`config.mk`:
```
export PLATFORM = sky130hd
export DESIGN_NAME = relaxed_criticality_max
export DESIGN_NICKNAME = d
export VERILOG_FILES = /design/src/design/rcm_pkg.sv /design/src/design/rcm_ram.sv /design/src/design/rcm_front.sv /design/src/design/rcm_fifo.sv /design/src/design/rcm_back.sv /design/src/design/relaxed_criticality_max.sv
export SDC_FILE = /design/constraint.sdc
export NUM_CORES = 2
export LEC_CHECK = 0
export BUFFER_PORTS_ARGS = -buffer_cell sky130_fd_sc_hd__buf_2
export CAP_MARGIN = 20
export CORE_ASPECT_RATIO = 1.1
export CORE_UTILIZATION = 32
export DETAILED_ROUTE_END_ITERATION = 6
export GPL_ROUTABILITY_DRIVEN = 0
export GPL_TIMING_DRIVEN = 0
export PLACE_DENSITY = 0.56
export SLEW_MARGIN = 10
export SYNTH_ARGS = -nofsm -noshare
export SYNTH_HDL_FRONTEND = slang
export SYNTH_HIERARCHICAL = 1
export SYNTH_MEMORY_MAX_BITS = 65536
export SYNTH_SLANG_ARGS = --single-unit
```
`constraint.sdc`:
```
create_clock -name clk -period 11.6 [get_ports clk]
set_clock_uncertainty 0.15 [all_clocks]
set_input_delay 1.16 -clock clk [delete_from_list [all_inputs] [get_ports clk]]
set_output_delay 1.16 -clock clk [all_outputs]
set_load 0.1 [all_outputs]
```
`src/design/rcm_pkg.sv`:
```
// Shared constants and types for the relaxed criticality block.
package rcm_pkg;

    localparam int NUM_DOMAINS_DEF    = 8;
    localparam int TIME_BITS_DEF      = 32;
    localparam int CRIT_FRAC_BITS_DEF = 16;

    localparam int PAIR_SLOTS_MAX = 64;
    localparam int DOM_W          = 3;
    localparam int IN_TIME_W      = 32;
    localparam int Q_DEPTH        = 2;

    typedef enum logic
    {
        FUNC_LOAD = 1'b0,
        FUNC_TAG  = 1'b1
    } func_t;

    typedef enum logic [1:0]
    {
        BK_IDLE,
        BK_SETUP,
        BK_DIV,
        BK_DONE
    } back_state_t;

    typedef struct packed
    {
        logic last;
        logic missing;
    } tag_flags_t;

endpackage

```
`src/design/rcm_ram.sv`:
```
// Generic single write port RAM with registered read.
module rcm_ram #(
    parameter int WIDTH = 8,
    parameter int DEPTH = 2
) (
    input  logic                                  clk,
    input  logic                                  we,
    input  logic [(DEPTH > 1 ? $clog2(DEPTH) : 1)-1:0] waddr,
    input  logic [WIDTH-1:0]                      wdata,
    input  logic                                  re,
    input  logic [(DEPTH > 1 ? $clog2(DEPTH) : 1)-1:0] raddr,
    output logic [WIDTH-1:0]                      rdata
);

    logic [WIDTH-1:0] mem_reg [DEPTH];
    logic [WIDTH-1:0] rdata_reg;

    always_ff @(posedge clk)
    begin
        if (we)
        begin
            mem_reg[waddr] <= wdata;
        end
        if (re)
        begin
            rdata_reg <= mem_reg[raddr];
        end
    end

    assign rdata = rdata_reg;

endmodule

```
`src/design/rcm_front.sv`:
```
// Front end: accepts beats, keeps the pair table, looks up and shifts each tag.
module rcm_front #(
    parameter int NUM_DOMAINS = rcm_pkg::NUM_DOMAINS_DEF,
    parameter int TIME_BITS   = rcm_pkg::TIME_BITS_DEF
) (
    input  logic                                  clk,
    input  logic                                  rst_n,
    input  logic                                  push,
    output logic                                  full,
    input  logic                                  func,
    input  logic [rcm_pkg::DOM_W-1:0]             launch_dom,
    input  logic [rcm_pkg::DOM_W-1:0]             capture_dom,
    input  logic signed [rcm_pkg::IN_TIME_W-1:0]  slack_ps,
    input  logic signed [rcm_pkg::IN_TIME_W-1:0]  required_ps,
    input  logic signed [rcm_pkg::IN_TIME_W-1:0]  pair_worst_slack_ps,
    input  logic                                  last_tag,
    output logic                                  q_push,
    input  logic                                  q_full,
    output rcm_pkg::tag_flags_t                   q_flags,
    output logic signed [TIME_BITS:0]             q_req,
    output logic signed [TIME_BITS:0]             q_num
);

    localparam int SLOTS_ALL = NUM_DOMAINS * NUM_DOMAINS;
    localparam int SLOTS     = SLOTS_ALL > rcm_pkg::PAIR_SLOTS_MAX ?
                               rcm_pkg::PAIR_SLOTS_MAX : SLOTS_ALL;
    localparam int ADDR_W    = SLOTS > 1 ? $clog2(SLOTS) : 1;
    localparam int IDX_W     = $clog2((1 << rcm_pkg::DOM_W) * (NUM_DOMAINS + 1));

    localparam logic signed [63:0] T_MAX = (64'sd1 <<< (TIME_BITS - 1)) - 64'sd1;
    localparam logic signed [63:0] T_MIN = -T_MAX - 64'sd1;

    function automatic logic signed [TIME_BITS-1:0] sat_time(
        input logic signed [rcm_pkg::IN_TIME_W-1:0] x
    );
        logic signed [63:0] xe;
        xe = 64'(x);
        if (xe > T_MAX)
        begin
            xe = T_MAX;
        end
        else if (xe < T_MIN)
        begin
            xe = T_MIN;
        end
        return TIME_BITS'(xe);
    endfunction

    logic                         accept;
    logic [IDX_W-1:0]             idx_full;
    logic                         hit;
    logic [ADDR_W-1:0]            addr;
    logic                         is_tag;
    logic                         ram_we;
    logic                         ram_re;
    logic [2*TIME_BITS-1:0]       ram_wdata;
    logic [2*TIME_BITS-1:0]       ram_rdata;

    logic [SLOTS-1:0]             valid_reg;
    logic                         s1_valid_reg;
    logic                         s1_valid_next;
    rcm_pkg::tag_flags_t          s1_flags_reg;
    logic signed [TIME_BITS-1:0]  s1_slack_reg;

    logic signed [TIME_BITS-1:0]  rd_req;
    logic signed [TIME_BITS-1:0]  rd_worst;
    logic signed [TIME_BITS:0]    req_e;
    logic signed [TIME_BITS:0]    worst_e;
    logic signed [TIME_BITS:0]    slack_e;

    assign full   = s1_valid_reg && q_full;
    assign accept = push && !full;
    assign is_tag = (func == rcm_pkg::FUNC_TAG);

    assign idx_full = IDX_W'(launch_dom) * IDX_W'(NUM_DOMAINS) + IDX_W'(capture_dom);
    assign hit      = (IDX_W'(launch_dom) < IDX_W'(NUM_DOMAINS))
                   && (IDX_W'(capture_dom) < IDX_W'(NUM_DOMAINS))
                   && (idx_full < IDX_W'(SLOTS));
    assign addr     = idx_full[ADDR_W-1:0];

    assign ram_we    = accept && !is_tag && hit;
    assign ram_re    = accept && is_tag;
    assign ram_wdata = {sat_time(required_ps), sat_time(pair_worst_slack_ps)};

    rcm_ram #(
        .WIDTH (2 * TIME_BITS),
        .DEPTH (SLOTS)
    ) u_pair_ram (
        .clk   (clk),
        .we    (ram_we),
        .waddr (addr),
        .wdata (ram_wdata),
        .re    (ram_re),
        .raddr (addr),
        .rdata (ram_rdata)
    );

    always_comb
    begin
        s1_valid_next = s1_valid_reg;
        if (accept && is_tag)
        begin
            s1_valid_next = 1'b1;
        end
        else if (s1_valid_reg && !q_full)
        begin
            s1_valid_next = 1'b0;
        end
    end

    always_ff @(posedge clk or negedge rst_n)
    begin
        if (!rst_n)
        begin
            valid_reg    <= '0;
            s1_valid_reg <= 1'b0;
        end
        else
        begin
            s1_valid_reg <= s1_valid_next;
            if (ram_we)
            begin
                valid_reg[addr] <= 1'b1;
            end
        end
    end

    always_ff @(posedge clk)
    begin
        if (accept && is_tag)
        begin
            s1_flags_reg.last    <= last_tag;
            s1_flags_reg.missing <= !(hit && valid_reg[addr]);
            s1_slack_reg         <= sat_time(slack_ps);
        end
    end

    // Table data lands the cycle after the lookup; shift by the pair's negative slack.
    assign rd_req   = ram_rdata[2*TIME_BITS-1:TIME_BITS];
    assign rd_worst = ram_rdata[TIME_BITS-1:0];
    assign req_e    = (TIME_BITS+1)'(rd_req);
    assign worst_e  = (TIME_BITS+1)'(rd_worst);
    assign slack_e  = (TIME_BITS+1)'(s1_slack_reg);

    assign q_push  = s1_valid_reg;
    assign q_flags = s1_flags_reg;
    assign q_req   = worst_e[TIME_BITS] ? (req_e - worst_e) : req_e;
    // the shift cancels in the numerator
    assign q_num   = req_e - slack_e;

endmodule

```
`src/design/rcm_fifo.sv`:
```
// Small register queue between the front and back ends.
module rcm_fifo #(
    parameter int WIDTH = 8,
    parameter int DEPTH = rcm_pkg::Q_DEPTH
) (
    input  logic             clk,
    input  logic             rst_n,
    input  logic             push,
    input  logic [WIDTH-1:0] wr_data,
    output logic             full,
    input  logic             pop,
    output logic [WIDTH-1:0] rd_data,
    output logic             empty
);

    localparam int PTR_W = DEPTH > 1 ? $clog2(DEPTH) : 1;
    localparam int CNT_W = $clog2(DEPTH + 1);

    logic [WIDTH-1:0] mem_reg [DEPTH];
    logic [PTR_W-1:0] wr_ptr_reg;
    logic [PTR_W-1:0] rd_ptr_reg;
    logic [CNT_W-1:0] count_reg;
    logic             do_push;
    logic             do_pop;

    assign full    = (count_reg == CNT_W'(DEPTH));
    assign empty   = (count_reg == '0);
    assign do_push = push && !full;
    assign do_pop  = pop && !empty;
    assign rd_data = mem_reg[rd_ptr_reg];

    always_ff @(posedge clk or negedge rst_n)
    begin
        if (!rst_n)
        begin
            wr_ptr_reg <= '0;
            rd_ptr_reg <= '0;
            count_reg  <= '0;
        end
        else
        begin
            if (do_push)
            begin
                wr_ptr_reg <= (wr_ptr_reg == PTR_W'(DEPTH - 1)) ? '0 : wr_ptr_reg + 1'b1;
            end
            if (do_pop)
            begin
                rd_ptr_reg <= (rd_ptr_reg == PTR_W'(DEPTH - 1)) ? '0 : rd_ptr_reg + 1'b1;
            end
            if (do_push && !do_pop)
            begin
                count_reg <= count_reg + 1'b1;
            end
            else if (do_pop && !do_push)
            begin
                count_reg <= count_reg - 1'b1;
            end
        end
    end

    always_ff @(posedge clk)
    begin
        if (do_push)
        begin
            mem_reg[wr_ptr_reg] <= wr_data;
        end
    end

endmodule

```
`src/design/rcm_back.sv`:
```
// Back end: classifies a tag, runs the restoring divider, folds the run maximum.
module rcm_back #(
    parameter int TIME_BITS      = rcm_pkg::TIME_BITS_DEF,
    parameter int CRIT_FRAC_BITS = rcm_pkg::CRIT_FRAC_BITS_DEF
) (
    input  logic                        clk,
    input  logic                        rst_n,
    input  logic                        q_empty,
    output logic                        q_pop,
    input  rcm_pkg::tag_flags_t         q_flags,
    input  logic signed [TIME_BITS:0]   q_req,
    input  logic signed [TIME_BITS:0]   q_num,
    output logic                        empty,
    input  logic                        pop,
    output logic [CRIT_FRAC_BITS:0]     max_criticality,
    output logic                        missing_pair,
    output logic                        bad_required
);

    localparam int CW    = CRIT_FRAC_BITS + 1;
    localparam int CNT_W = $clog2(CRIT_FRAC_BITS);
    localparam logic [CW-1:0] CRIT_ONE = CW'(1) << CRIT_FRAC_BITS;

    rcm_pkg::back_state_t        state_reg, state_next;
    rcm_pkg::tag_flags_t         item_flags_reg;
    logic signed [TIME_BITS:0]   item_req_reg;
    logic signed [TIME_BITS:0]   item_num_reg;
    logic                        load_item;

    logic [TIME_BITS:0]          rem_reg, rem_next;
    logic [CRIT_FRAC_BITS-1:0]   quo_reg, quo_next;
    logic [CNT_W-1:0]            cnt_reg, cnt_next;
    logic [CW-1:0]               cand_reg, cand_next;
    logic [CW-1:0]               max_reg, max_next;
    logic [1:0]                  err_reg, err_next;

    logic                        out_valid_reg, out_valid_next;
    logic [CW-1:0]               out_max_reg, out_max_next;
    logic [1:0]                  out_err_reg, out_err_next;
    logic                        out_free;

    logic [TIME_BITS+1:0]        div_shift;
    logic [TIME_BITS+1:0]        div_den;
    logic                        div_ge;
    logic [CW-1:0]               fold;
    logic                        finish;

    assign out_free  = !out_valid_reg || pop;
    assign div_shift = {rem_reg, 1'b0};
    assign div_den   = {1'b0, item_req_reg};
    assign div_ge    = (div_shift >= div_den);
    assign fold      = (cand_reg > max_reg) ? cand_reg : max_reg;

    always_comb
    begin
        state_next     = state_reg;
        rem_next       = rem_reg;
        quo_next       = quo_reg;
        cnt_next       = cnt_reg;
        cand_next      = cand_reg;
        max_next       = max_reg;
        err_next       = err_reg;
        out_valid_next = out_valid_reg && !pop;
        out_max_next   = out_max_reg;
        out_err_next   = out_err_reg;
        load_item      = 1'b0;
        finish         = 1'b0;

        unique case (state_reg)
            rcm_pkg::BK_IDLE:
            begin
                if (!q_empty)
                begin
                    load_item  = 1'b1;
                    state_next = rcm_pkg::BK_SETUP;
                end
            end
            rcm_pkg::BK_SETUP:
            begin
                cand_next  = '0;
                state_next = rcm_pkg::BK_DONE;
                priority if (item_flags_reg.missing)
                begin
                    err_next[0] = 1'b1;
                end
                else if (item_req_reg <= 0)
                begin
                    err_next[1] = 1'b1;
                end
                else if (item_num_reg <= 0)
                begin
                    cand_next = '0;
                end
                else if (item_num_reg >= item_req_reg)
                begin
                    cand_next = CRIT_ONE;
                end
                else
                begin
                    rem_next   = item_num_reg;
                    quo_next   = '0;
                    cnt_next   = '0;
                    state_next = rcm_pkg::BK_DIV;
                end
            end
            rcm_pkg::BK_DIV:
            begin
                rem_next = div_ge ? (TIME_BITS+1)'(div_shift - div_den) : div_shift[TIME_BITS:0];
                quo_next = {quo_reg[CRIT_FRAC_BITS-2:0], div_ge};
                cnt_next = cnt_reg + 1'b1;
                if (cnt_reg == CNT_W'(CRIT_FRAC_BITS - 1))
                begin
                    cand_next  = CW'(quo_next);
                    state_next = rcm_pkg::BK_DONE;
                end
            end
            rcm_pkg::BK_DONE:
            begin
                if (item_flags_reg.last)
                begin
                    // hold here until the result register frees up
                    if (out_free)
                    begin
                        out_valid_next = 1'b1;
                        out_max_next   = fold;
                        out_err_next   = err_reg;
                        max_next       = '0;
                        err_next       = '0;
                        finish         = 1'b1;
                    end
                end
                else
                begin
                    max_next = fold;
                    finish   = 1'b1;
                end
                if (finish)
                begin
                    if (!q_empty)
                    begin
                        load_item  = 1'b1;
                        state_next = rcm_pkg::BK_SETUP;
                    end
                    else
                    begin
                        state_next = rcm_pkg::BK_IDLE;
                    end
                end
            end
            default:
            begin
                state_next = rcm_pkg::BK_IDLE;
            end
        endcase
    end

    always_ff @(posedge clk or negedge rst_n)
    begin
        if (!rst_n)
        begin
            state_reg     <= rcm_pkg::BK_IDLE;
            max_reg       <= '0;
            err_reg       <= '0;
            out_valid_reg <= 1'b0;
        end
        else
        begin
            state_reg     <= state_next;
            max_reg       <= max_next;
            err_reg       <= err_next;
            out_valid_reg <= out_valid_next;
        end
    end

    always_ff @(posedge clk)
    begin
        rem_reg     <= rem_next;
        quo_reg     <= quo_next;
        cnt_reg     <= cnt_next;
        cand_reg    <= cand_next;
        out_max_reg <= out_max_next;
        out_err_reg <= out_err_next;
        if (load_item)
        begin
            item_flags_reg <= q_flags;
            item_req_reg   <= q_req;
            item_num_reg   <= q_num;
        end
    end

    assign q_pop           = load_item;
    assign empty           = !out_valid_reg;
    assign max_criticality = out_max_reg;
    assign missing_pair    = out_err_reg[0];
    assign bad_required    = out_err_reg[1];

endmodule

```
`src/design/relaxed_criticality_max.sv`:
```
// Loads are accepted while full is low. A last tag's result passes the lookup register, queue,
// setup state, divider steps when divided and done state to the result register, later when
// backed up. A divided tag holds the serial restoring divider from setup to done, a skipped
// or clamped one setup and done; the queue and lookup stage take up to three tags ahead of it.
// Reset clears the pair valid bits, queues, running maximum and error flags;
// the pair table contents stay undefined and no clearing pass is needed.
module relaxed_criticality_max #(
    parameter int NUM_DOMAINS    = rcm_pkg::NUM_DOMAINS_DEF,
    parameter int TIME_BITS      = rcm_pkg::TIME_BITS_DEF,
    parameter int CRIT_FRAC_BITS = rcm_pkg::CRIT_FRAC_BITS_DEF
) (
    input  logic                                  clk,
    input  logic                                  rst_n,
    input  logic                                  push,
    output logic                                  full,
    input  logic                                  func,
    input  logic [rcm_pkg::DOM_W-1:0]             launch_dom,
    input  logic [rcm_pkg::DOM_W-1:0]             capture_dom,
    input  logic signed [rcm_pkg::IN_TIME_W-1:0]  slack_ps,
    input  logic signed [rcm_pkg::IN_TIME_W-1:0]  required_ps,
    input  logic signed [rcm_pkg::IN_TIME_W-1:0]  pair_worst_slack_ps,
    input  logic                                  last_tag,
    output logic                                  empty,
    input  logic                                  pop,
    output logic [CRIT_FRAC_BITS:0]               max_criticality,
    output logic                                  missing_pair,
    output logic                                  bad_required
);

    localparam int QW = $bits(rcm_pkg::tag_flags_t) + 2 * (TIME_BITS + 1);

    logic                        f_push;
    logic                        f_full;
    rcm_pkg::tag_flags_t         f_flags;
    logic signed [TIME_BITS:0]   f_req;
    logic signed [TIME_BITS:0]   f_num;
    logic [QW-1:0]               q_wr_data;
    logic [QW-1:0]               q_rd_data;
    logic                        q_empty;
    logic                        q_pop;
    rcm_pkg::tag_flags_t         b_flags;
    logic signed [TIME_BITS:0]   b_req;
    logic signed [TIME_BITS:0]   b_num;

    rcm_front #(
        .NUM_DOMAINS (NUM_DOMAINS),
        .TIME_BITS   (TIME_BITS)
    ) u_front (
        .clk                 (clk),
        .rst_n               (rst_n),
        .push                (push),
        .full                (full),
        .func                (func),
        .launch_dom          (launch_dom),
        .capture_dom         (capture_dom),
        .slack_ps            (slack_ps),
        .required_ps         (required_ps),
        .pair_worst_slack_ps (pair_worst_slack_ps),
        .last_tag            (last_tag),
        .q_push              (f_push),
        .q_full              (f_full),
        .q_flags             (f_flags),
        .q_req               (f_req),
        .q_num               (f_num)
    );

    assign q_wr_data = {f_flags, f_req, f_num};

    rcm_fifo #(
        .WIDTH (QW),
        .DEPTH (rcm_pkg::Q_DEPTH)
    ) u_queue (
        .clk     (clk),
        .rst_n   (rst_n),
        .push    (f_push),
        .wr_data (q_wr_data),
        .full    (f_full),
        .pop     (q_pop),
        .rd_data (q_rd_data),
        .empty   (q_empty)
    );

    assign {b_flags, b_req, b_num} = q_rd_data;

    rcm_back #(
        .TIME_BITS      (TIME_BITS),
        .CRIT_FRAC_BITS (CRIT_FRAC_BITS)
    ) u_back (
        .clk             (clk),
        .rst_n           (rst_n),
        .q_empty         (q_empty),
        .q_pop           (q_pop),
        .q_flags         (b_flags),
        .q_req           (b_req),
        .q_num           (b_num),
        .empty           (empty),
        .pop             (pop),
        .max_criticality (max_criticality),
        .missing_pair    (missing_pair),
        .bad_required    (bad_required)
    );

endmodule

```
==> summary.md <==
| Metric | Value |
|---|---|
| Max Slew Vio Count | 0 |
| Leak pwr | ~67 nW |
| Unrepaired setup endpoints after global routing | no |
| Count of hold-fix buffers inserted at cts | 1 |
| Synth area leaders | sky130_fd_sc_hd__edfxtp_1 75%, sky130_fd_sc_hd__mux4_2 13%, sky130_fd_sc_hd__dfrtp_1 1.3% |
| # DRC | 0 |
| Floorplan die width | 717 µm |
| Number of buffers inserted by port buffering | 31 |
| Most frequently used cell type in the post-synthesis netlist | sky130_fd_sc_hd__edfxtp_1 |
| Worst min-delay path class | in -> reg |
| Max Clock Freq | ~0.19 GHz |
| Minimum hold slack | between 0.1 and 0.15 ns |
| Final #Nets | between 9000 and 10000 |
| Number of flip-flops under the largest register name | a little over 4000 |
| All-layer global routing usage | between 10% and 20% |
| Worst vdd rail ir drop | roughly 0.15 mV |
| Slack of the worst reg-to-reg path | around 7.2 ns |
| Global-route wire length before repair | slightly above 700000 µm |
| Remaining antenna violation count | 0 |
| Power Density | roughly 180 nW/µm² |
| Transition at the pin with the smallest max-transition slack | between 1 and 1.5 ns |
| FFs w/ async S/R, synth | under 10% |
| Syn_area_per_cell | between 20 and 25 µm² |
| Hold Violations, Final | 0 |
| Clock Sinks | about 4600 |
| Register area share after synthesis | between 70% and 80% |
| Number of global-route vias before repair | 93200 |
| Final routed wire length divided by cell count | between 30 and 40 µm |
| Clock network latency to the later pin of the worst-skew pair | 1.05 ns |
| Reported max-cap violation count | 0 |
| Final clock period utilization by the worst path | roughly 44% |
| Clock root buffer | sky130_fd_sc_hd__clkbuf_16 |
| Critical path peak fanout | 11 |
| First DRT Iteration DRCs | between 10000 and 15000 |
| Clock Pin Slew Worst Setup and Hold Paths | 0.06 ns |
| Area of the core | about 560000 µm² |
| Tightest slew margin relative to the limit | between 10% and 20% |
| Count of synthesis-stage warnings from yosys | 6 |
| Nature of the critical path startpoint | input port |
| Overall die area | roughly 570000 µm² |
| CTS tree | yes |
| Area share of the leading cell type in the synthesized netlist | around three quarters |
| Number of buffers added by the clock tree synthesis step | 458 |
| Endpoint arrival time on the critical path | between 5 and 6 ns |
| Die height | approximately 800 µm |
| Max clock buf depth | 4 |
| Post-Synthesis Net Count | 8894 |
| Req. time, crit path | around 12 ns |
| Antenna violations before repair | 77 |
| Count of unique library cells instantiated by Yosys | a little under 100 |
| Placement Rows | about 290 |
| Critical Path Start | capture_dom[0] |
| Final number of setup-violating endpoints | 0 |
| FF-to-FF path depth | 12 |
| Primary FF master, synth | sky130_fd_sc_hd__edfxtp_1 |
| PostCTS Resize Cnt | 0 |
| Instance count along the most critical hold path | 1 |
| Worst setup EP type | register |
| Remaining global-route overflow | 0 |
| Effective utilization at floorplan | 32.2% |
| Largest net degree at the start of global routing | 65 |
| Minimum setup slack in the final design | 6.45 ns |
| Largest area contributor in the synthesized netlist | sky130_fd_sc_hd__edfxtp_1 |
| Fin util | between 30% and 40% |
| Detail Placement HPWL | 361000 µm |
| Worst slack at placement | 5.49 ns |
| Total number of vias | 92600 |
| Outcome | complete, no violations |
| Routed vias/inst | approximately 5.4 |
| Startpoint of the most critical hold path | slack_ps[22] |
| Clock period minus final worst setup slack | 5.15 ns |
| H-tree levels | 5 |
| Number of synthesized register bits | between 4000 and 5000 |
| Drt first pass iters | 6 |
| Layout cells sized above 1 | roughly a quarter |
| Post-synth EDFFs | 4486 |
| Area added between synthesis and finish | 17.0% |
| Post-CTS Setup Bufs | 0 |
| Most used standard cells in the synthesized netlist | 4486 x sky130_fd_sc_hd__edfxtp_1, 1028 x sky130_fd_sc_hd__mux4_2, 272 x sky130_fd_sc_hd__clkbuf_1 |
| IO Count | 129 |
| Final Total Pwr | 38.1 mW |
| Detailed Route WL | 519000 µm |
| Combined area of all synthesized cells | 180000 µm² |
| Class of the most critical setup path | in -> reg |
| Number of cells produced by synthesis | about 8600 |
| RR Startpoint | u_queue/count_reg[0] |
==> placed cells by master, fill, tap and decap left out, types with 36 or more instances in the layout <==
cell type	count
sky130_fd_sc_hd__edfxtp_1	4486
sky130_fd_sc_hd__mux4_2	1028
sky130_fd_sc_hd__clkbuf_16	460
sky130_fd_sc_hd__clkbuf_1	316
sky130_fd_sc_hd__buf_2	211
sky130_fd_sc_hd__buf_12	208
sky130_fd_sc_hd__inv_1	171
sky130_fd_sc_hd__a22oi_1	169
sky130_fd_sc_hd__nand2_1	168
sky130_fd_sc_hd__ha_1	154
sky130_fd_sc_hd__nor2_1	152
sky130_fd_sc_hd__mux2i_1	150
sky130_fd_sc_hd__a21oi_1	139
sky130_fd_sc_hd__clkinv_1	117
sky130_fd_sc_hd__a22o_1	105
sky130_fd_sc_hd__mux2_2	97
sky130_fd_sc_hd__o22ai_1	91
sky130_fd_sc_hd__dfrtp_1	91
sky130_fd_sc_hd__a21o_1	88
sky130_fd_sc_hd__nand3_1	84
sky130_fd_sc_hd__and3_1	77
sky130_fd_sc_hd__o21ai_0	68
sky130_fd_sc_hd__clkinv_2	67
sky130_fd_sc_hd__a211oi_1	66
sky130_fd_sc_hd__nor2_4	63
sky130_fd_sc_hd__buf_4	55
sky130_fd_sc_hd__nor2b_1	48
sky130_fd_sc_hd__xnor2_1	48
sky130_fd_sc_hd__o221ai_1	43
sky130_fd_sc_hd__buf_16	41
sky130_fd_sc_hd__xor2_1	39
sky130_fd_sc_hd__clkbuf_2	37
sky130_fd_sc_hd__or2_2	36
==> layer usage <==
layer / GRT usage (%) / wire length [µm] / vias to the layer above
met4: 5.20 / 16000 / 64
met1: 23.9 / 205000 / 49900
met2: 30.2 / 256000 / 4190
met3: 2.94 / 42000 / 856
li1: - / - / 37600
met5: 0 / 422 / -
==> area by class of cell <==
| class | instances | area (µm²) |
|---|---|---|
| Fill cell | 50300 | 349000 |
| Sequential cell | 4577 | 137000 |
| Multi-Input combinational cell | 3351 | 40700 |
| Clock buffer | 577 | 12000 |
| Tap cell | 7395 | 9250 |
| Timing Repair Buffer | 328 | 5960 |
| Buffer | 529 | 2640 |
| Clock inverter | 262 | 2550 |
| Inverter | 172 | 646 |
| Antenna cell | 25 | 62.6 |
==> logic make-up (layout without fill, tap and decap cells) <==
family                   Yosys count  count (layout)  synth area share [%]
flip-flops                      4577            4577                  76.0
multiplexers                    1292            1292                  14.4
AO/OA/AOI/OAI                   1000            1000                  4.02
AND/OR/NAND/NOR                  815             815                  2.26
adder cells (fa/ha/maj)          157             157                  1.10
buffers and inverters            701            1868                  1.73
XOR/XNOR                          87              87                 0.423
other                              0              25                     0
==> stage by stage <==
| step | setup TNS (ns) | cells | cell area (µm²) |
|---|---|---|---|
| floorplan | 0 | 8629 | 180000 |
| global route | 0 | 17200 | 211000 |
| detailed placement | 0 | 16300 | 196000 |
| global placement | -387.60 | 16100 | 190000 |
| finish | 0 | 17200 | 211000 |
| CTS | 0 | 17200 | 211000 |
==> worst paths after layout <==
path / end
worst max-delay path: u_front/u_pair_ram/rdata[19]
worst min-delay path: u_front/s1_slack_reg[22]
worst max register to register: u_front/u_pair_ram/mem_reg[62][11]
worst min register to register: u_queue/mem_reg[0][66]
max in group asynchronous: u_front/valid_reg[20]
min in group asynchronous: u_back/max_reg[13]
==> critical path, stage by stage <==
cell and delay [ns]:
sky130_fd_sc_hd__buf_2 0.34, sky130_fd_sc_hd__buf_4 0.39, sky130_fd_sc_hd__buf_2 0.75, sky130_fd_sc_hd__buf_2 0.70, sky130_fd_sc_hd__mux4_2 0.58, sky130_fd_sc_hd__mux2i_1 0.19
sky130_fd_sc_hd__o22ai_1 0.20, sky130_fd_sc_hd__a41oi_1 0.89, sky130_fd_sc_hd__a211oi_1 0.37
==> report_power, final <==
part / leakage, nW / internal [mW] / total, mW / switching (mW)
Sequential: 41.6 / 18.8 / 19.1 / 0.273
Combinational: 18.5 / 1.68 / 4.61 / 2.93
Clock: 7.01 / 8.07 / 14.4 / 6.36
(Power assumes the default switching activity.)
